==> config.mk <==
export PLATFORM = sky130hd
export DESIGN_NAME = wmm_lane
export DESIGN_NICKNAME = d
export VERILOG_FILES = /design/src/design/wmm_pkg.sv /design/src/design/wmm_lane.sv
export SDC_FILE = /design/constraint.sdc
export NUM_CORES = 1
export LEC_CHECK = 0
export ABC_AREA = 1
export BUFFER_PORTS_ARGS = -buffer_cell sky130_fd_sc_hd__buf_2
export CAP_MARGIN = 40
export CORE_MARGIN = 2
export CORE_UTILIZATION = 58
export DETAILED_ROUTE_END_ITERATION = 12
export HOLD_SLACK_MARGIN = 0.06
export PLACE_DENSITY = 0.85
export RECOVER_POWER = 25
export SYNTH_ARGS = -nofsm -noshare
export SYNTH_HDL_FRONTEND = slang
export SYNTH_SLANG_ARGS = --single-unit
==> constraint.sdc <==
create_clock -name clk -period 4.2 [get_ports clk]
set_clock_uncertainty 0.15 [all_clocks]
set_input_delay 0.21 -clock clk [delete_from_list [all_inputs] [get_ports clk]]
set_output_delay 0.21 -clock clk [all_outputs]
set_load 0.03 [all_outputs]
==> src/design/wmm_pkg.sv <==
// ----------------------------------------------------------------------------
// wmm_pkg
// shared types and constants of the windowed min / max / mean feature unit
// ----------------------------------------------------------------------------
package wmm_pkg;

    // fixed widths of the stream fields
    localparam int FIELD_W     = 16;
    localparam int LANES       = 3;
    localparam int ROW_OUT_W   = 8;
    localparam int S_TDATA_W   = 56;
    localparam int M_TDATA_W   = 160;

    // kind codes on the input tuser
    localparam logic KIND_SAMPLE  = 1'b0;
    localparam logic KIND_COMPUTE = 1'b1;

    // status codes on the output tuser
    localparam logic STATUS_VALID    = 1'b0;
    localparam logic STATUS_NOT_FULL = 1'b1;

    // per-cycle commands from the sequencer to every channel lane
    typedef struct packed {
        logic acc_en;      // read word valid, accumulate it
        logic acc_first;   // read word is entry zero, restart the sums
        logic div_load;    // latch sign and magnitude of the sum
        logic div_step;    // multiply the magnitude by the depth reciprocal
    } lane_ctrl_t;

endpackage

==> src/design/wmm_lane.sv <==
// ----------------------------------------------------------------------------
// wmm_lane
// one channel: running sum, min and max over the scan, then the mean as a
// reciprocal multiply of the sum magnitude
// ----------------------------------------------------------------------------
module wmm_lane
    import wmm_pkg::*;
#(
    parameter int WINDOW_DEPTH = 120,
    parameter int SAMPLE_BITS  = 16,
    localparam int DW          = $clog2(WINDOW_DEPTH),
    localparam int ACC_W       = SAMPLE_BITS + DW + 1
)
(
    input  logic                          clk,
    input  lane_ctrl_t                    ctrl,
    input  logic signed [SAMPLE_BITS-1:0] sample,
    output logic signed [SAMPLE_BITS-1:0] mean,
    output logic signed [SAMPLE_BITS-1:0] max_val,
    output logic signed [SAMPLE_BITS-1:0] min_val
);

    // magnitude width of the sum; the reciprocal is rounded up so that
    // (mag * RECIP) >> RECIP_SHIFT is exactly mag / WINDOW_DEPTH
    localparam int     MAG_W       = ACC_W - 1;
    localparam int     RECIP_SHIFT = MAG_W + DW;
    localparam longint RECIP_L     =
        ((longint'(1) << RECIP_SHIFT) + longint'(WINDOW_DEPTH) - longint'(1))
        / longint'(WINDOW_DEPTH);
    localparam logic [MAG_W:0] RECIP = (MAG_W+1)'(RECIP_L);

    logic signed [ACC_W-1:0]       sum_reg;
    logic signed [SAMPLE_BITS-1:0] min_reg;
    logic signed [SAMPLE_BITS-1:0] max_reg;
    logic                          neg_reg;
    logic [MAG_W-1:0]              mag_reg;
    logic [SAMPLE_BITS-1:0]        quo_reg;

    logic signed [ACC_W-1:0] sample_ext;
    logic [ACC_W-1:0]        mag;
    logic [2*MAG_W:0]        product;

    assign sample_ext = ACC_W'(sample);
    assign mag        = sum_reg[ACC_W-1] ? ACC_W'(-sum_reg) : ACC_W'(sum_reg);
    assign product    = mag_reg * RECIP;

    always_ff @(posedge clk)
    begin
        if (ctrl.acc_en)
        begin
            if (ctrl.acc_first)
            begin
                sum_reg <= sample_ext;
                min_reg <= sample;
                max_reg <= sample;
            end
            else
            begin
                sum_reg <= sum_reg + sample_ext;
                if (sample < min_reg)
                begin
                    min_reg <= sample;
                end
                if (sample > max_reg)
                begin
                    max_reg <= sample;
                end
            end
        end

        // magnitude never reaches the top bit of the sum
        if (ctrl.div_load)
        begin
            neg_reg <= sum_reg[ACC_W-1];
            mag_reg <= MAG_W'(mag);
        end
        else if (ctrl.div_step)
        begin
            quo_reg <= product[RECIP_SHIFT +: SAMPLE_BITS];
        end
    end

    // truncation toward zero: divide the magnitude, then restore the sign
    assign mean    = neg_reg ? -signed'(quo_reg) : signed'(quo_reg);
    assign max_val = max_reg;
    assign min_val = min_reg;

endmodule

### Yosys cells after proc, flatten, opt, wreduce, memory -nomap -nowiden

Index checks and enable logic that the tools add are counted.

* input bits: 21
* bits in registers: 96
* logic and storage cells: 25

* multiplexer cells: 7
* add/subtract/negate cells: 3
* order comparisons: 2
* bitwise logic cells: 1
* multiply operators: 1
* reductions and logical operators: 5

Operators by type and width (count)
* $mux W16: 5
* $mul A23 B24 Y46 const B: 1
* $add A24 B16 Y24: 1
* $mux W24: 1
* $mux W23: 1
* $neg A23 Y23: 1
* $gt A16 B16 Y1: 1
* $lt A16 B16 Y1: 1
* $neg A16 Y16: 1
* $reduce_and A2 Y1: 3
* $reduce_bool A2 Y1: 2
* $not A1 Y1: 1

### Longest topological paths before layout

Gate-level depths: netlist of run 1.

* word-level depth: 3
* mapped depth: 23

### Worst setup path before layout of run 1

OpenSTA, ideal clock, no wires.

* path type: flip-flop to flip-flop
* start point: reg mag_reg[19]
* end point: reg quo_reg[8], data pin
* stages on the path, launching flop included: 21
* setup slack: -0.463 ns
* library setup time: 0.256 ns
* arrival time: 4.256 ns
* clock period less this slack: 4.663 ns
* buffers on the path: 0
* cell sequence: edfxtp_1 ha_1 fa_1 inv_1 fa_1 inv_1 fa_1 inv_1 fa_1 inv_1 ha_1 ha_1 nand2_1 nor2_1 nand2_1 nor2_2 nand3_1 nand3_1 nor2_1 nand2_1 nand2_1

* longest elaborated chain between the ends: 1

Ends and longest elaborated chain
* start: declaration: line wmm_lane.sv:36 `logic [MAG_W-1:0] mag_reg;`
* start signal: assignment: line wmm_lane.sv:75 `mag_reg <= MAG_W'(mag);`
* $mul A23 B24 Y46: line wmm_lane.sv:45 `assign product = mag_reg * RECIP;`
* via product[38]: line wmm_lane.sv:41 `logic [2*MAG_W:0] product;`
* end signal: assignment: line wmm_lane.sv:79 `quo_reg <= product[RECIP_SHIFT +: SAMPLE_BITS];`
* end: declaration: line wmm_lane.sv:37 `logic [SAMPLE_BITS-1:0] quo_reg;`

The timed path passes the listed nets, and every way through them passes these cells.
A chain may end at the register's enable or synchronous reset.

### Final worst setup path of run 1

* start point: reg mag_reg[22]
* end point: reg quo_reg[10], data pin

Same word-level chain as after synthesis.

==> results list, run 1 <==
- The HPWL after detailed placement is 28700 um.
- Measured against its own limit, the worst slew margin works out to -2.36%.
- Across all layers, the routed design uses 11.4k vias.
- Share of synthesized flip-flops with an asynchronous set or reset: 0%
- Die area: 21800 um2
- Cell repeated most along the worst path: nand2_1
- CP startpoint kind: flip-flop
- Cell type with the highest aggregate area in the netlist: edfxtp_1
* Mux cell area share after synthesis: 0%
- Synthesized-area fraction occupied by xor and xnor cells: 3.29%
- Delay of the slowest cell on the worst path: 560 ps
- The number of nets handed over by synthesis was 1823.
* Number of enable-type register cells in the synthesized netlist: 96
* Die width: 148 um
* Number of inserted filler cells in the final layout: 1425
- Yosys mapped the design onto 40 distinct sky130hd cell types.
* Root buffer cell: clkbuf_16
* Diodes inserted: 0
* Clock-pin transition on the worst setup and hold timing paths: 80 ps
* Largest net degree at the start of global routing: 26
- Commonest cells in the synthesized netlist: nand2_1 (341), inv_1 (280), ha_1 (210)
- Walking the worst path, the cells encountered are ha_2 > fa_2 > inv_2 > fa_1 > buf_4 > fa_2 > fa_1 > inv_1 > ha_4 > ha_4 > a21oi_4 > o21ai_1 > a21o_1 > a21oi_2 > nand2_1 > nand2_1 > nand2_1.
- Fmax: 0.205 GHz
- ANT nets after route: 0
- The cell area that synthesis handed to floorplanning was 12000 um2.
- The first detailed-routing pass ran for 6 iterations.
- Critical path fanouts, max: 3
- The net count of the finished layout is 2040.
- For this run the aggregate overflow at the end of global routing stands at 0.
- The number of global-route vias before repair came to 12.0k.
- Sort of element at the end of the critical path: flip-flop
- Period minus WS final: 4880 ps
* IO Port Bufs: 68
- The number of pins with negative max-slew slack in the final report came to 26.
- Row generation in the floorplan step produced 52 rows.
- 69 I/O pins were placed.
- Largest family of logic cells by synthesized area: adder cells
- Signal arrival time at the worst endpoint: 4860 ps
- Setup violations remaining at the end of the flow were counted as 16.
- Unrepaired setup endpoints after global routing: true
- Counting every instance in the synthesized netlist gives 1529.
- The finished layout holds 2021 standard cells, fillers aside.
* Most frequently used cell type in the post-synthesis netlist: nand2_1
- From bottom edge to top edge, the die measures 148 um.
- Clock Path Buffers: 2
- Placed cell area: 13900 um2
* Compound-cell area share of the yosys netlist: 8.57%
* Result of the run: finished with violations
- After detailed routing, the number of vias per cell comes to 5.64.
* Actual slew at the worst max-slew pin: 1540 ps
- Source-to-sink clock delay at the later pin of the worst-skew pair: 380 ps
- The count of final hold-check violations came to 0.
- After layout, the worst setup slack is -676 ps.
* Signed area change from the synthesized netlist to the final layout: 24.6%
- Summed over all layers, the routed wires come to 38000 um.
- Averaged over all synthesized cells, the footprint is 7.85 um2.
- Of the available clock period, the critical path in the final layout requires 116%.
- Maximum level of the CTS H-tree: 3
- Violations in the final reports: max-capacitance violations, max-slew violations, negative setup slack
- Data on the critical path is required at its endpoint by 4190 ps.
- Hold slack: 225 ps
- Wire length of the first global-routing pass: 59200 um
* Number of buffers created by CTS: 9
- Summed area of non-filler cells in the final layout: 14900 um2
- Number of maximum-capacitance violations: 1
- Max FFs per register: 24
- After synthesis the netlist holds a flip-flop and latch count of 96.
- Routability-driven placement finished with a final weighted congestion of 1.11.
* Hold Path Class: in -> reg
* Placed Cells incl. Taps: 1983
- Dividing the detail-routed wire length by the instance count gives 18.8 um.
* Drt first-iter violations: 822
- After synthesis, the cell types taking the most area are edfxtp_1 (24%), ha_1 (22%), nand2_1 (11%).
- The number of antenna violations at the first check in global routing is 0.
* Proportion of synthesized chip area in sequential cells: 24.0%
- The tree built by TritonCTS fans out to 96 sinks.
* CTS tree: built
* Share of the core filled with cells in the final layout: 73.9%
- Of the cells placed in the final design, the portion with a size suffix greater than 1 is 22.7%.
- The worst setup path is of the reg -> reg kind.
* Warnings from Yosys: 0
- Summing the areas of all and, or, nand and nor instances in the mapped netlist gives 22.1% of the synthesized area.
- Initial cell density of the core: 59.3%
- Slowest-stage cell, CP: fa_2
* Overall track demand over capacity in global routing: 35.0%
* Fraction of synthesized cell area taken by the top area cell type: 24.0%
* Floorplan Core Area: 20200 um2
- After Yosys synthesis, full adders, half adders and majority gates account for 32.4% of the synthesized area.
- The most used flip-flop cell after synthesis is edfxtp_1.
- DRC violations left: 0
* Crit-path leading delay family: adder cells
- WP buf/inv: 3
-- timing repair --
item                       CTS  global route
hold buffers                15             0
resized for setup          102            40
setup buffers                6             1
setup endpoints to repair   16            16
pin swaps                   44            24
hold endpoints to repair    30             0
-- path summary, 6_finish.rpt --
kind	start	endpoint	slack, ps	cells after the start
worst min-delay path	ctrl[2]	sum_reg[9]	230	2
worst min register to register	sum_reg[0]	mag_reg[0]	450	0
worst max-delay path	mag_reg[22]	quo_reg[10]	-680	17
worst max register to register	mag_reg[22]	quo_reg[10]	-680	17
-- layout make-up --
class,instances,area (um2),area share [%]
Multi-Input combinational cell,1127,8790,58.8
Clock buffer,9,225,1.51
Inverter,298,1120,7.48
Clock inverter,7,86.3,0.578
Sequential cell,96,2880,19.3
Timing Repair Buffer,214,1510,10.1
Tap cell,270,338,2.26
-- through the flow --
| stage | setup WS, ps | TNS, ps |
|---|---|---|
| finish | -676 | -9380 |
| global route | -818 | -11610 |
| CTS | -575 | -7680 |
| detailed placement | -679 | -9330 |
| global placement | -612 | -7680 |
| floorplan | -242 | -3380 |
-- cells in the final DEF (no fill, tap or decap), drive strengths merged --
cell type | netlist | routed
nor2 | 143 | 143
buf | 2 | 193
or2 | 5 | 5
nand2b | 1 | 1
nand3 | 64 | 64
nor3 | 23 | 23
xnor2 | 16 | 16
a21o | 5 | 5
o211ai | 1 | 1
a31oi | 1 | 1
dlygate4sd3 | 0 | 15
xor2 | 29 | 29
nor4 | 1 | 1
o21a | 5 | 5
o21bai | 8 | 8
and2 | 2 | 2
ha | 210 | 210
nand4 | 22 | 22
and3 | 1 | 1
nand2 | 351 | 351
fa | 63 | 63
inv | 294 | 299
clkinv | 4 | 6
edfxtp | 96 | 96
o21ai | 81 | 81
clkbuf | 6 | 15
a21oi | 91 | 91
nand3b | 4 | 4
-- cell families after synthesis --
logic type / after synthesis
adder cells (fa/ha/maj): 273
AND/OR/NAND/NOR: 617
buffers and inverters: 306
flip-flops: 96
XOR/XNOR: 45
AO/OA/AOI/OAI: 192
-- metal layers --
layer,track usage [%],part of all wire (%),wire (um),vias up
met3,4.60,5.3,2000,212
met1,36.5,36,13600,5261
met2,64.1,50,19100,519
met5,0,0,0,-
met4,25.9,8.7,3320,0
li1,-,-,-,5404
Power of run 1 is left out: the tool's default activity adds up to more than one toggle a clock period on the data nets, which glitch-free logic cannot reach.
==> run 2, diff against run 1 <==
--- a/config.mk
+++ b/config.mk
@@ -5,12 +5,12 @@
 export SDC_FILE = /design/constraint.sdc
 export NUM_CORES = 1
 export LEC_CHECK = 0
-export ABC_AREA = 1
 export BUFFER_PORTS_ARGS = -buffer_cell sky130_fd_sc_hd__buf_2
 export CAP_MARGIN = 40
 export CORE_MARGIN = 2
-export CORE_UTILIZATION = 58
+export CORE_UTILIZATION = 57
 export DETAILED_ROUTE_END_ITERATION = 12
+export GPL_ROUTABILITY_DRIVEN = 0
 export HOLD_SLACK_MARGIN = 0.06
 export PLACE_DENSITY = 0.85
 export RECOVER_POWER = 25
==> run 2 against run 1 <==
  * Count of clock-buffer cells in the layout is the same
  * Worst setup slack lost 670 ps
  * Register-to-register slack lost 670 ps
  * Final area shrank 18%
  * Non-clock buffer count shrank 25
  * Hold slack gained 55 ps
  * The flow still finishes with violations (max-capacitance violations, max-slew violations, negative setup slack)
  * First-iteration DRC count shrank 41%
  * Highest routed layer unchanged
  * Core utilization shrank 3.3 points
  * Sequential share of layout area grew 4.3 points
==> results list, run 2 <==
* Sum of net half-perimeters after detailed placement: 18600 um (-35%)
* Primary FF master, synth: edfxtp_1
* Most common cell after layout, fill and taps aside: ha_1
* Number of maximum-capacitance violations: 1 (unchanged)
- The register area share after synthesis is 28.6% (+4.5 points).
* WP buf/inv: 4 (+1)
* Initial DRT Pass Iterations: 5 (-1)
* Largest net degree at the start of global routing: 43 (+65%)
- Worst slew margin relative to its limit: -2.47% (-0.11 points)
- The run finished, with violations left.
- Clock Path Buffers: 2 (unchanged)
- The filler cell count was 1104 (-23%).
- The number of warnings reported in the yosys synthesis log is 0 (unchanged).
* Overall track demand over capacity in global routing: 27.4% (-7.6 points)
- ANT nets after route: 0 (unchanged)
- Die width: 137 um (-7.2%)
- The transition time of the tightest slew-check pin came to 1540 ps (+1.72 ps).
- Critical path fanouts, max: 3 (unchanged)
- The y dimension of the die is 137 um (-7.2%).
- Commonest cells after routing, fill and taps aside: ha_1 (201), inv_1 (170), buf_4 (102), edfxtp_1 (96), buf_2 (61)
- Startpoint-to-endpoint class of the critical path: reg -> reg
* Share of synthesized flip-flops with an asynchronous set or reset: 0% (unchanged)
- The biggest area contributor in the post-synthesis netlist is edfxtp_1.
- The total die area is 18800 um2 (-14%).
* Maximum level of the CTS H-tree: 3 (unchanged)
* Violations in the final reports: max-capacitance violations, max-slew violations, negative setup slack
- The initial core utilization is 58.4% (-0.90 points).
- Critical path data required time: 4150 ps (-40 ps)
- The number of vias per cell after detailed routing is 5.72 (+1.4%).
- Post-route setup slack: -1350 ps (-671 ps)
- Setup repair after global routing could not meet its margin everywhere.
- The number of top-level design ports was 69 (unchanged).
* Number of antenna violations at the first check in global routing: 0 (unchanged)
- By instance count, the leading cell after synthesis is ha_1.
* Count of final hold-check violations: 0 (unchanged)
- Routed length per instance: 18.0 um (-4.5%)
* CTS tree: built
- Fmax: 0.180 GHz (-12%)
* GR Overflow Total: 0 (unchanged)
* Hold Path Class: in -> reg
- Source-to-sink clock delay at the later pin of the worst-skew pair: 360 ps (-20 ps)
- Area of the mapped netlist: 10100 um2 (-16%)
* Slowest-stage cell, CP: fa_2
- IO Port Bufs: 68 (unchanged)
* Final worst-path cycle share: 132% (+16 points)
- The DRC violation count after routing is 0 (unchanged).
- Wire length reported by the detailed router: 24900 um (-35%)
- The flip-flop count of the largest register, all copies and words added was 24 (unchanged).
- The fraction of synthesized cell area taken by the top area cell type came to 28.6% (+4.5 points).
* Avg Synthesized Cell Area: 10.5 um2 (+33%)
- Commonest cells in the synthesized netlist: ha_1 (210), inv_1 (176), edfxtp_1 (96)
* Rows: 48 (-7.7%)
- The synthesized instance count was 965 (-37%).
- Root buffer cell: clkbuf_16
- FF+latch count, synth: 96 (unchanged)
* Placed cell area: 11500 um2 (-17%)
- In the post-synthesis netlist, the biggest area contributors are edfxtp_1 (29%), ha_1 (26%), fa_1 (12%).
- The number of global-route vias before repair was 8318 (-31%).
* Setup Viol. Count Final: 16 (unchanged)
- Delay of the slowest cell on the worst path: 540 ps (-20 ps)
* Sort of element at the end of the critical path: flip-flop
- In this design, the critical path's most frequently occurring cell is inv_2.
- The wire length of the first global-routing pass was 39800 um (-33%).
* Number of max-slew violations in the final report: 27 (+3.8%)
* Period minus WS final: 5550 ps (+671 ps)
* Drt first-iter violations: 484 (-41%)
- Via count of the routed design: 7918 (-31%)
* Number of enable-type register cells in the synthesized netlist: 96 (unchanged)
- The number of distinct standard cells referenced by the synthesized netlist came to 62 (+55%).
- CP startpoint kind: flip-flop
* Worst-path cell chain: ha_4 > fa_1 > inv_2 > fa_2 > inv_2 > fa_2 > inv_2 > fa_1 > inv_2 > ha_4 > ha_4 > nand4_4 > nor4_4 > a22oi_2 > a31oi_2 > o2111ai_2 > a21oi_2 > o21ai_2 > and4b_1 > or3_1
- Clock-pin transition on the worst setup and hold timing paths: 80 ps (about the same)
- Diodes inserted: 0 (unchanged)
- Floorplan Core Area: 17300 um2 (-15%)
- Synth Net Count: 1259 (-31%)
- Signed area change from the synthesized netlist to the final layout: 21.0%
- The total CTS buffers is 9 (unchanged).
- The number of nets at the end of the flow came to 1449 (-29%).
- The data arrival time of the critical path came to 5500 ps (+640 ps).
* Summed area of non-filler cells in the final layout: 12200 um2 (-18%)
* Layout cells sized above 1: 20.9% (-1.8 points)
- Crit-path leading delay family: adder cells
* Clock Sink Count: 96 (unchanged)
==> run 2: logic make-up (layout without fill, tap and decap cells) <==
logic type / after synthesis / in the layout / synth area share (%)
XOR/XNOR: 69 / 69 / 5.99
AND/OR/NAND/NOR: 160 / 160 / 8.20
buffers and inverters: 186 / 381 / 6.95
flip-flops: 96 / 96 / 28.6
AO/OA/AOI/OAI: 178 / 178 / 11.5
multiplexers: 3 / 3 / 0.322
adder cells (fa/ha/maj): 273 / 273 / 38.5
==> run 2: per-stage QoR <==
stage	setup TNS (ps)	utilization (%)	hold WS, ps	instances	worst slack (ps)
2_1_floorplan	-12050	-	159	965	-993
3_3_place_gp	-14780	66.6	328	1346	-1140
3_5_place_dp	-17140	66.6	330	1346	-1270
4_1_cts	-16430	70.1	125	1382	-1250
5_1_grt	-19610	70.6	315	1385	-1510
6_report	-17450	70.6	280	1385	-1350
==> run 2: worst paths after layout <==
check,start,to,slack [ps],cells past startpoint
worst min-delay path,ctrl[0],quo_reg[13],280,3
worst min register to register,sum_reg[0],mag_reg[0],410,0
worst max-delay path,mag_reg[22],quo_reg[10],-1350,20
worst max register to register,mag_reg[22],quo_reg[10],-1350,20
==> run 2: cell type report <==
cell class | count | area, um2 | share of cell area (%)
tap | 225 | 282 | 2.30
clock inverter | 7 | 81.3 | 0.666
timing repair buffer | 189 | 1290 | 10.6
clock buffer | 9 | 225 | 1.84
sequential | 96 | 2880 | 23.6
inverter | 176 | 661 | 5.41
multi-input combinational | 683 | 6790 | 55.6
==> run 2: metal layers <==
layer / GRT usage, % / wire length (um)
met1: 30.5 / 9520
met2: 51.6 / 13100
met3: 4.15 / 1160
met4: 11.6 / 1060
met5: 0 / 0
==> run 2: repair_timing <==
action	4_1_cts	5_1_grt
gates resized for setup	21	18
pin swaps	22	23
hold buffers	15	0
buffers inserted	9	4
endpoints found under the hold margin	30	0
setup endpoints to repair	16	16
==> run 2: worst min-delay path, stage by stage <==
cell and delay (ps):
buf_2 70, nor2b_1 110, buf_4 240
Power of run 2 is left out for the same reason.
==> run 3, diff against run 2 <==
--- a/config.mk
+++ b/config.mk
@@ -12,7 +12,7 @@
 export DETAILED_ROUTE_END_ITERATION = 12
 export GPL_ROUTABILITY_DRIVEN = 0
 export HOLD_SLACK_MARGIN = 0.06
-export PLACE_DENSITY = 0.85
+export PLACE_DENSITY_LB_ADDON = 0.15
 export RECOVER_POWER = 25
 export SYNTH_ARGS = -nofsm -noshare
 export SYNTH_HDL_FRONTEND = slang
==> run 3 against run 2 <==
  * The run still ends with max-capacitance violations, max-slew violations, negative setup slack left
  * Count of clock-buffer cells in the layout is the same
  * Sequential share of layout area shrank 0.16 points
  * First-iteration DRC count shrank 20%
  * Non-clock buffer count is the same
==> results list, run 3 (same netlist as run 2, synthesis figures left out) <==
- Setup repair after global routing could not meet its margin everywhere.
- Most common cell after layout, fill and taps aside: ha_1
* Beginning of the worst hold path: ctrl[0]
* CTS tree: built
- The highest attainable clock frequency was 0.184 GHz (+2.1%).
* Vias per inst: 5.38 (-5.9%)
* Number of buffers created by CTS: 9 (unchanged)
- Initial cell density of the core: 58.4% (unchanged)
- The final clock period utilization by the worst path is 129% (-2.7 points).
* Number of global-route vias before repair: 7423 (-11%)
- Clock Path Buffers: 2 (unchanged)
* Final sum of negative setup slack: -16340 ps (+1110 ps)
- Pre-CTS worst setup slack: -1280 ps (-16.5 ps)
- Via count of the routed design: 7451 (-5.9%)
- Overall track demand over capacity in global routing: 23.9% (-3.5 points)
* Root buffer cell: clkbuf_16
- ANT nets after route: 0 (unchanged)
* Clock Sink Count: 96 (unchanged)
- Startpoint-to-endpoint class of the critical path: reg -> reg
- Sort of element at the end of the critical path: flip-flop
- The final critical-path setup slack was -1230 ps (+113 ps).
- Count of final hold-check violations: 0 (unchanged)
- The startpoint identified for the worst register-to-register timing path is mag_reg[19].
* Worst slew margin relative to its limit: -1.41% (+1.1 points)
- Launch point of the critical path: mag_reg[19]
- Clock-pin transition on the worst setup and hold timing paths: 70 ps (about the same)
* DRC violations left: 0 (unchanged)
* Die width: 137 um (unchanged)
* Floorplan Core Area: 17300 um2 (unchanged)
- The flip-flop count of the largest register, all copies and words added was 24 (unchanged).
- The top cell types in the final layout, fill and taps aside, are ha_1 (198), inv_1 (169), buf_4 (100), edfxtp_1 (96), buf_2 (63).
- Initial DRT Pass Iterations: 4 (-1)
* Filler-free cell count of the finished design: 1385 (unchanged)
- Vertical die dimension: 137 um (unchanged)
- The run finished, with violations left.
* Diodes inserted: 0 (unchanged)
- The total die area was 18800 um2 (unchanged).
- The number of top-level design ports was 69 (unchanged).
- Maximum level of the CTS H-tree: 3 (unchanged)
- Violations in the final reports: max-capacitance violations, max-slew violations, negative setup slack
- Number of maximum-capacitance violations: 1 (unchanged)
- # nets final: 1449 (unchanged)
- Wire length reported by the detailed router: 21900 um (-12%)
* Actual slew at the worst max-slew pin: 1520 ps (-16.0 ps)
* Largest net degree at the start of global routing: 43 (unchanged)
- Number of max-slew violations in the final report: 27 (unchanged)
- Compared with the post-synthesis result, the final layout area differs by 21.8%.
* CP startpoint kind: flip-flop
* Period minus WS final: 5430 ps (-113 ps)
* Critical path data required time: 4140 ps (about the same)
* Number of antenna violations at the first check in global routing: 0 (unchanged)
* Sum of net half-perimeters after detailed placement: 17500 um (-5.6%)
* Routed length per instance: 15.8 um (-12%)
- Hold Path Class: in -> reg
- Setup Viol. Count Final: 16 (unchanged)
- The maximum fanout along the worst path is 4 (+1).
- R2r setup slk: -1230 ps (+110 ps)
- GR Overflow Total: 0 (unchanged)
* Layout cells sized above 1: 21.7% (+0.78 points)
* Signal arrival time at the worst endpoint: 5380 ps (-120 ps)
- The filler cell count was 1260 (+14%).
- The number of cell rows was 48 (unchanged).
- The number of DRC violations after detailed-routing iteration 0 was 388 (-20%).
- The wire length of the first global-routing pass is 34800 um (-13%).
- Source-to-sink clock delay at the later pin of the worst-skew pair: 350 ps (about the same)
- Placed Cells incl. Taps: 1346 (unchanged)
- The count of buffers from port buffering is 68 (unchanged).
==> run 3: cell count changes in the layout (fill, tap and decap cells not counted), sizes merged <==
cell and change:
inv -2, buf +1, clkbuf -1, bufinv +1
clkinv +1
==> run 3: what timing repair did <==
action                                  CTS  global route
endpoints found under the hold margin    30             0
setup buffers                             6             5
hold buffers                             15             0
resized for setup                        19            33
gates cloned                              0             0
endpoints found under the setup margin   16            16
pin swaps                                19            24
==> run 3: stage by stage <==
step	hold WS, ps	utilization, %	instance area (um2)
floorplan	159	-	10200
global placement	332	66.6	11500
detailed placement	331	66.6	11500
CTS	135	69.9	12100
global route	327	71.1	12300
finish	295	71.1	12300
==> run 3: layout make-up <==
| class | count | area [um2] | share of cell area [%] |
|---|---|---|---|
| clock inverter | 7 | 80.1 | 0.651 |
| multi-input combinational | 683 | 6870 | 55.9 |
| tap | 225 | 282 | 2.29 |
| timing repair buffer | 189 | 1290 | 10.5 |
| inverter | 176 | 661 | 5.37 |
| sequential | 96 | 2880 | 23.4 |
| clock buffer | 9 | 225 | 1.83 |
==> run 3: worst paths after layout <==
check | end | cells after the start
setup / recovery | quo_reg[8] | 18
hold / removal | quo_reg[13] | 3
setup reg to reg | quo_reg[8] | 18
hold reg to reg | mag_reg[0] | 0
==> run 3: metal layers <==
metal | share of wire (%) | wire [um] | GRT usage (%)
met2 | 51 | 11300 | 43.0
met5 | 0 | 0 | 0
met3 | 2.4 | 529 | 3.30
met1 | 44 | 9680 | 29.7
met4 | 1.9 | 407 | 7.33
==> run 3: worst max-delay path: stages (launching register included) <==
cell	delay, ps
edfxtp_1	440
ha_4	270
fa_2	530
inv_2	40
fa_2	520
inv_2	40
fa_2	340
fa_2	370
fa_1	620
ha_4	220
a21o_1	160
a21o_1	190
a21oi_4	150
o221ai_2	130
o2111ai_4	280
a21oi_2	90
a211oi_2	350
o21bai_1	140
xor2_1	150
Power of run 3 is left out for the same reason.
